--- src/ssc_pkg.sv ---
// shared types and constants for the sprite slot cache
package ssc_pkg;

	localparam int SLOTS_DEF  = 64;
	localparam int SPRITES_DEF = 256;
	localparam int ID_W       = 8;
	localparam int SLOT_OUT_W = 6;
	localparam int CFG_W      = 6;
	localparam int TEMP_RST   = 3;
	localparam int VAR_W      = 2;
	localparam int APB_ADDR_W = 3;
	localparam int APB_DATA_W = 32;
	localparam int REG_IDX_W  = APB_ADDR_W - 2;

	localparam logic [REG_IDX_W-1:0] REG_TEMP_SLOTS = '0;

	typedef enum logic [2:0] {
		ST_CLEAR,
		ST_IDLE,
		ST_LK_CHK,
		ST_SR_CHK,
		ST_RT_CHK,
		ST_CUT_CHK,
		ST_RT_WR,
		ST_EMIT
	} ssc_state_t;

	typedef struct packed {
		logic [ID_W-1:0] id;
		logic            flip;
		logic            flash;
	} ssc_req_t;

	typedef struct packed {
		logic idle;
		logic res_valid;
		logic load_needed;
	} ssc_status_t;

endpackage

--- src/ssc_engine.sv ---
// sequencer with link table and slot tag memories
module ssc_engine #(
	parameter int SLOTS = ssc_pkg::SLOTS_DEF,
	parameter int SPRITES = ssc_pkg::SPRITES_DEF,
	localparam int SW = $clog2(SLOTS)
) (
	input  logic                  clk,
	input  logic                  arst_n,
	input  logic                  start,
	input  ssc_pkg::ssc_req_t     req,
	input  logic [SW-1:0]         temp_t,
	input  logic                  res_ready,
	output ssc_pkg::ssc_status_t  status,
	output logic [SW-1:0]         res_slot
);
	import ssc_pkg::*;

	localparam int LDEPTH = 2 * SPRITES;
	localparam int LW = $clog2(LDEPTH);
	localparam int LNK_W = SW + 1;
	localparam int TAG_W = ID_W + VAR_W;
	localparam int RST_T = (TEMP_RST > SLOTS - 1) ? SLOTS - 1 : TEMP_RST;
	localparam int NPTR_RST = SLOTS - 1 - RST_T;

	ssc_state_t state_q, state_d;
	ssc_req_t req_q;
	logic [SW-1:0] scan_q, victim_q, nptr_q, tptr_q, res_slot_q;
	logic res_load_q;
	logic [SLOTS-1:0] used_q;
	logic [LW-1:0] clr_q, old_li_q;

	logic [LNK_W-1:0] link_mem [LDEPTH];
	logic [LNK_W-1:0] link_rd_q;
	logic [TAG_W-1:0] tag_mem [SLOTS];
	logic [TAG_W-1:0] tag_rd_q;

	logic [SW-1:0] base_w, nptr_next, tptr_next, tag_raddr;
	logic [SW:0] nptr_inc, tptr_inc;
	logic [SW+1:0] n_sum;
	logic [LW-1:0] li_in, li_q, old_li_w, link_raddr, link_waddr;
	logic [LNK_W-1:0] link_wdata;
	logic link_we, scan_last, srch_hit, link_hit, cut_hit;

	assign base_w = SW'((SW+1)'(SLOTS) - {1'b0, temp_t});
	assign li_in = LW'({req.id, req.flip});
	assign li_q = LW'({req_q.id, req_q.flip});
	assign old_li_w = LW'({tag_rd_q[TAG_W-1:VAR_W], tag_rd_q[0]});

	assign nptr_inc = {1'b0, nptr_q} + (SW+1)'(1);
	assign n_sum = {1'b0, nptr_inc} + (SW+2)'(temp_t);
	assign nptr_next = (n_sum >= (SW+2)'(SLOTS)) ? '0 : nptr_inc[SW-1:0];

	assign tptr_inc = {1'b0, tptr_q} + (SW+1)'(1);
	assign tptr_next = (tptr_inc < {1'b0, base_w} || tptr_inc >= (SW+1)'(SLOTS)) ?
		base_w : tptr_inc[SW-1:0];

	assign scan_last = (scan_q == SW'(SLOTS - 1));
	assign srch_hit = used_q[scan_q] && (tag_rd_q == {req_q.id, 1'b1, req_q.flip});
	assign link_hit = link_rd_q[SW];
	assign cut_hit = link_rd_q[SW] && (link_rd_q[SW-1:0] == victim_q);

	always_ff @(posedge clk or negedge arst_n) begin
		if (!arst_n) begin
			state_q <= ST_CLEAR;
		end else begin
			state_q <= state_d;
		end
	end

	always_comb begin
		state_d = state_q;
		link_raddr = li_q;
		tag_raddr = scan_q;
		link_we = 1'b0;
		link_waddr = li_q;
		link_wdata = {1'b1, victim_q};
		case (state_q)
			ST_CLEAR: begin
				link_we = 1'b1;
				link_waddr = clr_q;
				link_wdata = '0;
				if (clr_q == LW'(LDEPTH - 1)) state_d = ST_IDLE;
			end
			ST_IDLE: begin
				link_raddr = li_in;
				tag_raddr = base_w;
				if (start) state_d = req.flash ? ST_SR_CHK : ST_LK_CHK;
			end
			ST_LK_CHK: begin
				tag_raddr = nptr_next;
				state_d = link_hit ? ST_EMIT : ST_RT_CHK;
			end
			ST_SR_CHK: begin
				tag_raddr = scan_last ? tptr_next : scan_q + SW'(1);
				if (srch_hit) begin
					state_d = ST_EMIT;
				end else if (scan_last) begin
					state_d = ST_RT_CHK;
				end
			end
			ST_RT_CHK: begin
				link_raddr = old_li_w;
				if (used_q[victim_q] && !tag_rd_q[VAR_W-1]) begin
					state_d = ST_CUT_CHK;
				end else begin
					state_d = ST_RT_WR;
				end
			end
			ST_CUT_CHK: begin
				if (cut_hit) begin
					link_we = 1'b1;
					link_waddr = old_li_q;
					link_wdata = '0;
				end
				state_d = ST_RT_WR;
			end
			ST_RT_WR: begin
				if (!req_q.flash) link_we = 1'b1;
				state_d = ST_EMIT;
			end
			ST_EMIT: begin
				if (res_ready) state_d = ST_IDLE;
			end
			default: begin
				state_d = ST_IDLE;
			end
		endcase
	end

	always_ff @(posedge clk or negedge arst_n) begin
		if (!arst_n) begin
			nptr_q <= SW'(NPTR_RST);
			tptr_q <= SW'(SLOTS - 1);
			used_q <= '0;
			clr_q <= '0;
		end else begin
			if (state_q == ST_CLEAR) clr_q <= clr_q + LW'(1);
			if (state_q == ST_LK_CHK && !link_hit) nptr_q <= nptr_next;
			if (state_q == ST_SR_CHK && !srch_hit && scan_last) tptr_q <= tptr_next;
			if (state_q == ST_RT_WR) used_q[victim_q] <= 1'b1;
		end
	end

	always_ff @(posedge clk) begin
		case (state_q)
			ST_IDLE: begin
				if (start) begin
					req_q <= req;
					scan_q <= base_w;
				end
			end
			ST_LK_CHK: begin
				if (link_hit) begin
					res_slot_q <= link_rd_q[SW-1:0];
					res_load_q <= 1'b0;
				end else begin
					victim_q <= nptr_next;
				end
			end
			ST_SR_CHK: begin
				if (srch_hit) begin
					res_slot_q <= scan_q;
					res_load_q <= 1'b0;
				end else if (scan_last) begin
					victim_q <= tptr_next;
				end else begin
					scan_q <= scan_q + SW'(1);
				end
			end
			ST_RT_CHK: begin
				old_li_q <= old_li_w;
			end
			ST_RT_WR: begin
				res_slot_q <= victim_q;
				res_load_q <= 1'b1;
			end
			default: begin
			end
		endcase
	end

	always_ff @(posedge clk) begin
		if (link_we) link_mem[link_waddr] <= link_wdata;
		link_rd_q <= link_mem[link_raddr];
	end

	always_ff @(posedge clk) begin
		if (state_q == ST_RT_WR) tag_mem[victim_q] <= {req_q.id, req_q.flash, req_q.flip};
		tag_rd_q <= tag_mem[tag_raddr];
	end

	assign status.idle = (state_q == ST_IDLE);
	assign status.res_valid = (state_q == ST_EMIT);
	assign status.load_needed = res_load_q;
	assign res_slot = res_slot_q;

endmodule

--- config.mk ---
export PLATFORM = sky130hd
export DESIGN_NAME = ssc_engine
export DESIGN_NICKNAME = d
export VERILOG_FILES = /design/src/ssc_pkg.sv /design/src/ssc_engine.sv
export SDC_FILE = /design/constraint.sdc
export NUM_CORES = 2
export LEC_CHECK = 0
export BUFFER_PORTS_ARGS = -buffer_cell sky130_fd_sc_hd__buf_4
export CORE_MARGIN = 2
export CORE_UTILIZATION = 57
export DETAILED_ROUTE_END_ITERATION = 6
export PLACE_DENSITY = 0.75
export SYNTH_ARGS = -nofsm -noshare
export SYNTH_HDL_FRONTEND = slang
export SYNTH_MEMORY_MAX_BITS = 65536
export SYNTH_SLANG_ARGS = --single-unit
--- constraint.sdc ---
create_clock -name clk -period 17.6 [get_ports clk]
set_input_delay 3.52 -clock clk [delete_from_list [all_inputs] [get_ports clk]]
set_output_delay 3.52 -clock clk [all_outputs]
set_load 0.005 [all_outputs]
; Word-level counts from Yosys, hierarchy flattened
; Memory sizes are Yosys's and may differ from the RTL's. A register that Yosys moved wholly into a read port is not among the register bits.
; Cells that the tools add are included.
[word_totals]
regBits = 126
mem_bits_rw = 4224
inputBits = 20
memories = 2
[classes]
add_sub_neg = 6
magnitude_cmp = 6
eq_ne = 21
muxes = 45
n_bitwise = 1
n_reduce_logical = 20
[memory_table]
columns = name, depth, width, read_ports, rd_clocked_by_memory_dff, wr, line_no
row1 = link_mem, 512, 7, 1, 1, 1, ssc_engine.sv:32  ; logic [LNK_W-1:0] link_mem [LDEPTH];
row2 = tag_mem, 64, 10, 1, 1, 1, ssc_engine.sv:34  ; logic [TAG_W-1:0] tag_mem [SLOTS];
[ops]
columns = op, n
row1 = 2-to-1 mux 6 bit, 11
row2 = bitwise OR 64 bit, 1
row3 = one-hot mux 6 bit (3 select lines), 2
row4 = one-hot mux 9 bit (2 select lines), 2
row5 = one-hot mux 3 bit (8 select lines), 1
row6 = one-hot mux 6 bit (2 select lines), 2
row7 = != test 2 bit (second input constant), 9
row8 = 2-to-1 mux 3 bit, 5
row9 = adder 6 x 1 -> 7 bit (second input constant), 2
row10 = < comparator 6 x 7 -> 1 bit (second input constant), 2
row11 = one-hot mux 7 bit (2 select lines), 1
row12 = binary-select mux 1 bit (select 6 bit), 2
row13 = equality test 3 bit (second input constant), 4
row14 = 2-to-1 mux 1 bit, 12
row15 = AND reduction 4 bit, 3
row16 = equality test 10 bit, 1
row17 = adder 9 x 1 -> 9 bit (second input constant), 1
row18 = equality test 9 bit (second input constant), 1
row19 = 2-to-1 mux 9 bit, 1
row20 = adder 7 x 6 -> 8 bit, 1
row21 = greater-or-equal comparator 8 x 7 -> 1 bit (second input constant), 1
row22 = greater-or-equal comparator 7 bit (second input constant), 1
row23 = logical AND 1 bit, 7
row24 = < comparator 7 x 6 -> 1 bit, 1
row25 = other kinds (19), 25

; Longest topological paths before layout
[logic_depth]
depth_word = 7
ltp_mapped = 20
ltp_nobuf = 16

; Least setup slack after synthesis
; OpenSTA, ideal clock, no wires.
[synth_timing]
kind = register to register
startpoint = reg state_q[1]
endpoint = mem link_mem[0][0] (netlist bit) (data pin)
setup_time_ns = 1.533
t_arrival_ns = 16.307
path_slack_ns = -0.240
stages_incl_launch_ff = 8
cell_sequence = dfrtp_1 buf_4 clkbuf_1 nor3_1 nor2_1 buf_2 clkbuf_1 and2_1
[synth_between]
elab_chain_cells = 2
[synth_lines]
columns = item, line_no
row1 = "start, declared", ssc_engine.sv:25  ; ssc_state_t state_q, state_d;
row2 = "start signal, assigned", ssc_engine.sv:66  ; state_q <= state_d;
row3 = equality test 3 bit or logical NOT 3 bit (tied branches), ssc_engine.sv:77  ; case (state_q)
row4 = one-hot mux 7 bit (2 select lines) *, ssc_engine.sv:77
row5 = named net link_wdata[0], ssc_engine.sv:41  ; logic [LNK_W-1:0] link_wdata;
row6 = "end, declared", ssc_engine.sv:32
; The timed path passes the listed nets; every way through them passes the cells marked *.

; Final worst setup path
[layout_timing]
startpoint = in req[1] (netlist bit)
endpoint = reg link_rd_q[6], read port of link_mem
[layout_between]
elab_chain_cells = 1
[layout_lines]
columns = item, line_no
row1 = "start, declared", ssc_engine.sv:10  ; input ssc_pkg::ssc_req_t req,
row2 = one-hot mux 9 bit (2 select lines), ssc_engine.sv:77
row3 = "end, declared", ssc_engine.sv:33  ; logic [LNK_W-1:0] link_rd_q;
; Every way passes these cells.
; A chain may end at the register's enable or synchronous reset.

==> run_results.csv <==
group,metric,value,unit
run_status,status,"complete, but fails checks",
run_status,failed_checks,"design-rule violations, max-capacitance violations, max-slew violations",
clock_tree,cts_resized,0,
clock_tree,clockBufferDepth,4,
yosys,syn-num-nets,11100,
critical_path,cp-end-kind,"flop",
yosys,ys.flop_type,"edfxtp_1",
clock_tree,ctsHoldBuffers,0,
detailed_routing,route.detailed.vias_per_inst,6.81,
final_layout,final-instance-count-excl-fill,15500,
critical_path,r2r_slack,9.78,ns
timing,drv_slew,2,
hold_path,hp-start,"used_q[47]$_DFFE_PN0P_",
yosys,synth-xor-area-share,0.00204,
clock_tree,numCtsBuffers,419,
timing,setup_tns,0,ns
yosys,syn_inst,11100,
detailed_routing,antenna_left,0,
global_routing,grt_pass1_wl,713000,um
yosys,yosysWarningCount,0,
timing,finalHoldViolCount,0,
detailed_routing,drc,1,
yosys,synth_top_family_by_area,"multiplexers",
yosys,synth_common_cells,"edfxtp_1, nand2_1, a21oi_1",
die,num_rows,203,
pwr,p_leak,63.7,nW
global_routing,grt_pass1_vias,101000,
detailed_routing,detail_route.wl_per_cell,32.0,um
timing,fmax,0.108,GHz
placement,dp.cells,14700,
clock_tree,clk_pin_slew,0.06,ns
yosys,synth_top_area_cell,"edfxtp_1",
yosys,yosys.area.top_type_share,0.731,
timing,period_minus_slack,9.28,ns
detailed_routing,drt_iter0_markers,17900,
pwr,ir_drop,0.0000913,V
timing,setup_violations,0,
critical_path,critPathKind,"input port to flop",
placement,io_buffers,28,
die,die-area,0.312,mm^2
hold_path,worstHoldPathType,"flop to flop",
final_layout,drive_gt1_frac,0.132,
yosys,yosys.cell_count.top_type,"edfxtp_1",
critical_path,cp_max_fo,141,
critical_path,timing.rr.end,"link_rd_q[0]$_DFF_P_",
yosys,synth_compound_area_frac,0.0624,
detailed_routing,via_count,106000,
yosys,ys_top_cells_by_area,"edfxtp_1, mux4_2, nand2_1",
placement,gp_congestion,0.921,
yosys,syn_area,0.175,mm^2
yosys,yosysUniqueCellTypes,100,
final_layout,fillCellCount,20700,
critical_path,worstPathRequired,18.50,ns
die,die_x,558,um
clock_tree,cts-root-buf,"clkbuf_16",
clock_tree,htree_levels,5,
pwr,powerDensity,105,mW/mm^2
yosys,synth-seq-area-share,0.745,
timing,slew_headroom,-0.0751,
die,core-area,0.306,mm^2
yosys,synth_seq_cells,4367,
final_layout,nNetsFinal,11100,
yosys,synth_edf_count,4262,
placement,dpl.hpwl,290000,um
critical_path,crit_end,"link_rd_q[6]$_DFF_P_",
clock_tree,cts_setup_buffers,0,
critical_path,critical_path_arrival,10.18,ns
timing,clock_skew,0.0742,ns
job,drv_cap,1,
final_layout,area_growth,9.80,%
clock_tree,insertion_delay,0.98,ns
global_routing,antenna_found_initial,35,
critical_path,regToRegStartpoint,"state_q[2]$_DFFE_PN0P_",
timing,rsz0062_at_grt,"false",
pwr,p_total,20.2,mW
timing,post-route-period-util,0.527,
die,ios,29,
clock_tree,cts_tree,"done",
yosys,synthSimpleGateAreaFrac,0.0786,
die,fp.dieH,558,um
detailed_routing,first_pass_iters,7,
critical_path,start_kind,"input port",
detailed_routing,wl,497000,um
timing,tightest_slew,1.59,ns
yosys,synth_area_per_cell,15.8,um^2
die,initial_utilization,0.573,
clock_tree,cts.sinks,4367,
global_routing,grtUsageTotal,0.315,
critical_path,cp-startpoint,"req[1]",
critical_path,ff2ff_path_depth,13,
yosys,synth.area.mux_share,0.0865,
yosys,async_flop_share,0.0202,
global_routing,grt_overflow,0,
yosys,synthAdderAreaFrac,0.00133,
global_routing,grt_max_degree,236,
[cell families (layout without fill, tap and decap cells)]
family | after synthesis | count (layout)
DFF | 4367 | 4367
buffers and inverters | 730 | 1045
other | 0 | 28
and+or+nand+nor | 3262 | 3262
adders and majority gates | 18 | 18
AOI/OAI and AO/OA | 1712 | 1712
xor gates and xnor gates | 40 | 40
muxes | 933 | 933
[final cells by class]
class,instances,area [um^2],share of cell area
sequential,4367,131000,0.679
tap,4100,5130,0.0267
clock inverter,256,2460,0.0128
antenna,28,70.1,0.000364
multi-input combinational,5965,40800,0.212
clock buffer,515,11100,0.0577
timing repair buffer,260,2220,0.0115
inverter,14,52.6,0.000273
[sequential cells by signal, indices dropped and copies added, names as in the netlist]
register / flops
li_q: 9
scan_q: 6
state_q: 3
used_q: 64
tptr_q: 6
link_rd_q: 7
old_li_q: 9
tag_mem: 640
clr_q: 9
res_load_q: 1
victim_q: 6
tag_rd_q: 10
req_q: 1
nptr_q: 6
link_mem: 3584
res_slot: 6
[critical path, cell delays in order]
cell and delay, ns:
buf_4 0.15, nand3b_1 0.15, a21oi_4 0.17, nor2_8 0.76
buf_4 0.69, buf_12 0.65, mux4_1 0.43, nand2_1 0.05
and3_1 0.21, a31oi_1 0.75, o21ai_0 0.29, or4_1 0.69
nor3_1 1.10, or4_1 0.25
[worst min path at each step]
stage / endpoint / cells past startpoint
floorplan: old_li_q[2]$_DFFE_PN_ / 0
global placement: used_q[6]$_DFFE_PN0P_ / 1
detailed placement: used_q[47]$_DFFE_PN0P_ / 1
CTS: used_q[47]$_DFFE_PN0P_ / 1
global route: used_q[6]$_DFFE_PN0P_ / 1
finish: used_q[47]$_DFFE_PN0P_ / 1
[stage by stage]
step / hold WS (ns) / utilization / worst slack, ns / cell area (um^2)
floorplan: 0.451 / - / 4.16 / 175000
global placement: 0.463 / 0.584 / 7.18 / 179000
detailed placement: 0.476 / 0.584 / 7.79 / 179000
CTS: 0.490 / 0.629 / 8.79 / 192000
global route: 0.508 / 0.629 / 8.43 / 192000
finish: 0.487 / 0.629 / 8.32 / 192000
[metal layers]
| layer | wire length (um) | GRT usage | vias to the layer above |
|---|---|---|---|
| met5 | 202 | 0 | - |
| met4 | 29700 | 0.164 | 28 |
| met3 | 73300 | 0.0943 | 1487 |
| met2 | 223000 | 0.469 | 8681 |
| met1 | 170000 | 0.424 | 52500 |
| li1 | - | - | 42800 |
[power breakdown]
group / leakage (nW) / internal (mW) / switching (mW)
registers: 41.0 / 11.2 / 0
logic: 16.2 / 0.00941 / 0.0217
clock network: 6.59 / 5.00 / 3.91
total: 63.7 / 16.2 / 3.94
[cell usage in the layout (no fill, tap or decap), drive strengths merged, types with 19 or more instances in the layout]
cell type	count
a2111oi	45
a211oi	51
a21oi	773
a221oi	31
a22oi	77
a31oi	96
a32oi	50
and2	34
and3	44
buf	260
bufinv	35
clkbuf	515
clkinv	191
dfrtp	78
diode	28
edfxtp	4262
inv	27
mux2i	464
mux4	463
nand2	1737
nand3	337
nand4	28
nor2	719
nor3	182
nor4	54
o211ai	19
o21ai	165
o221ai	143
o22ai	105
or2	69
xnor2	30
Note: power is estimated with default switching activity, not from simulation.
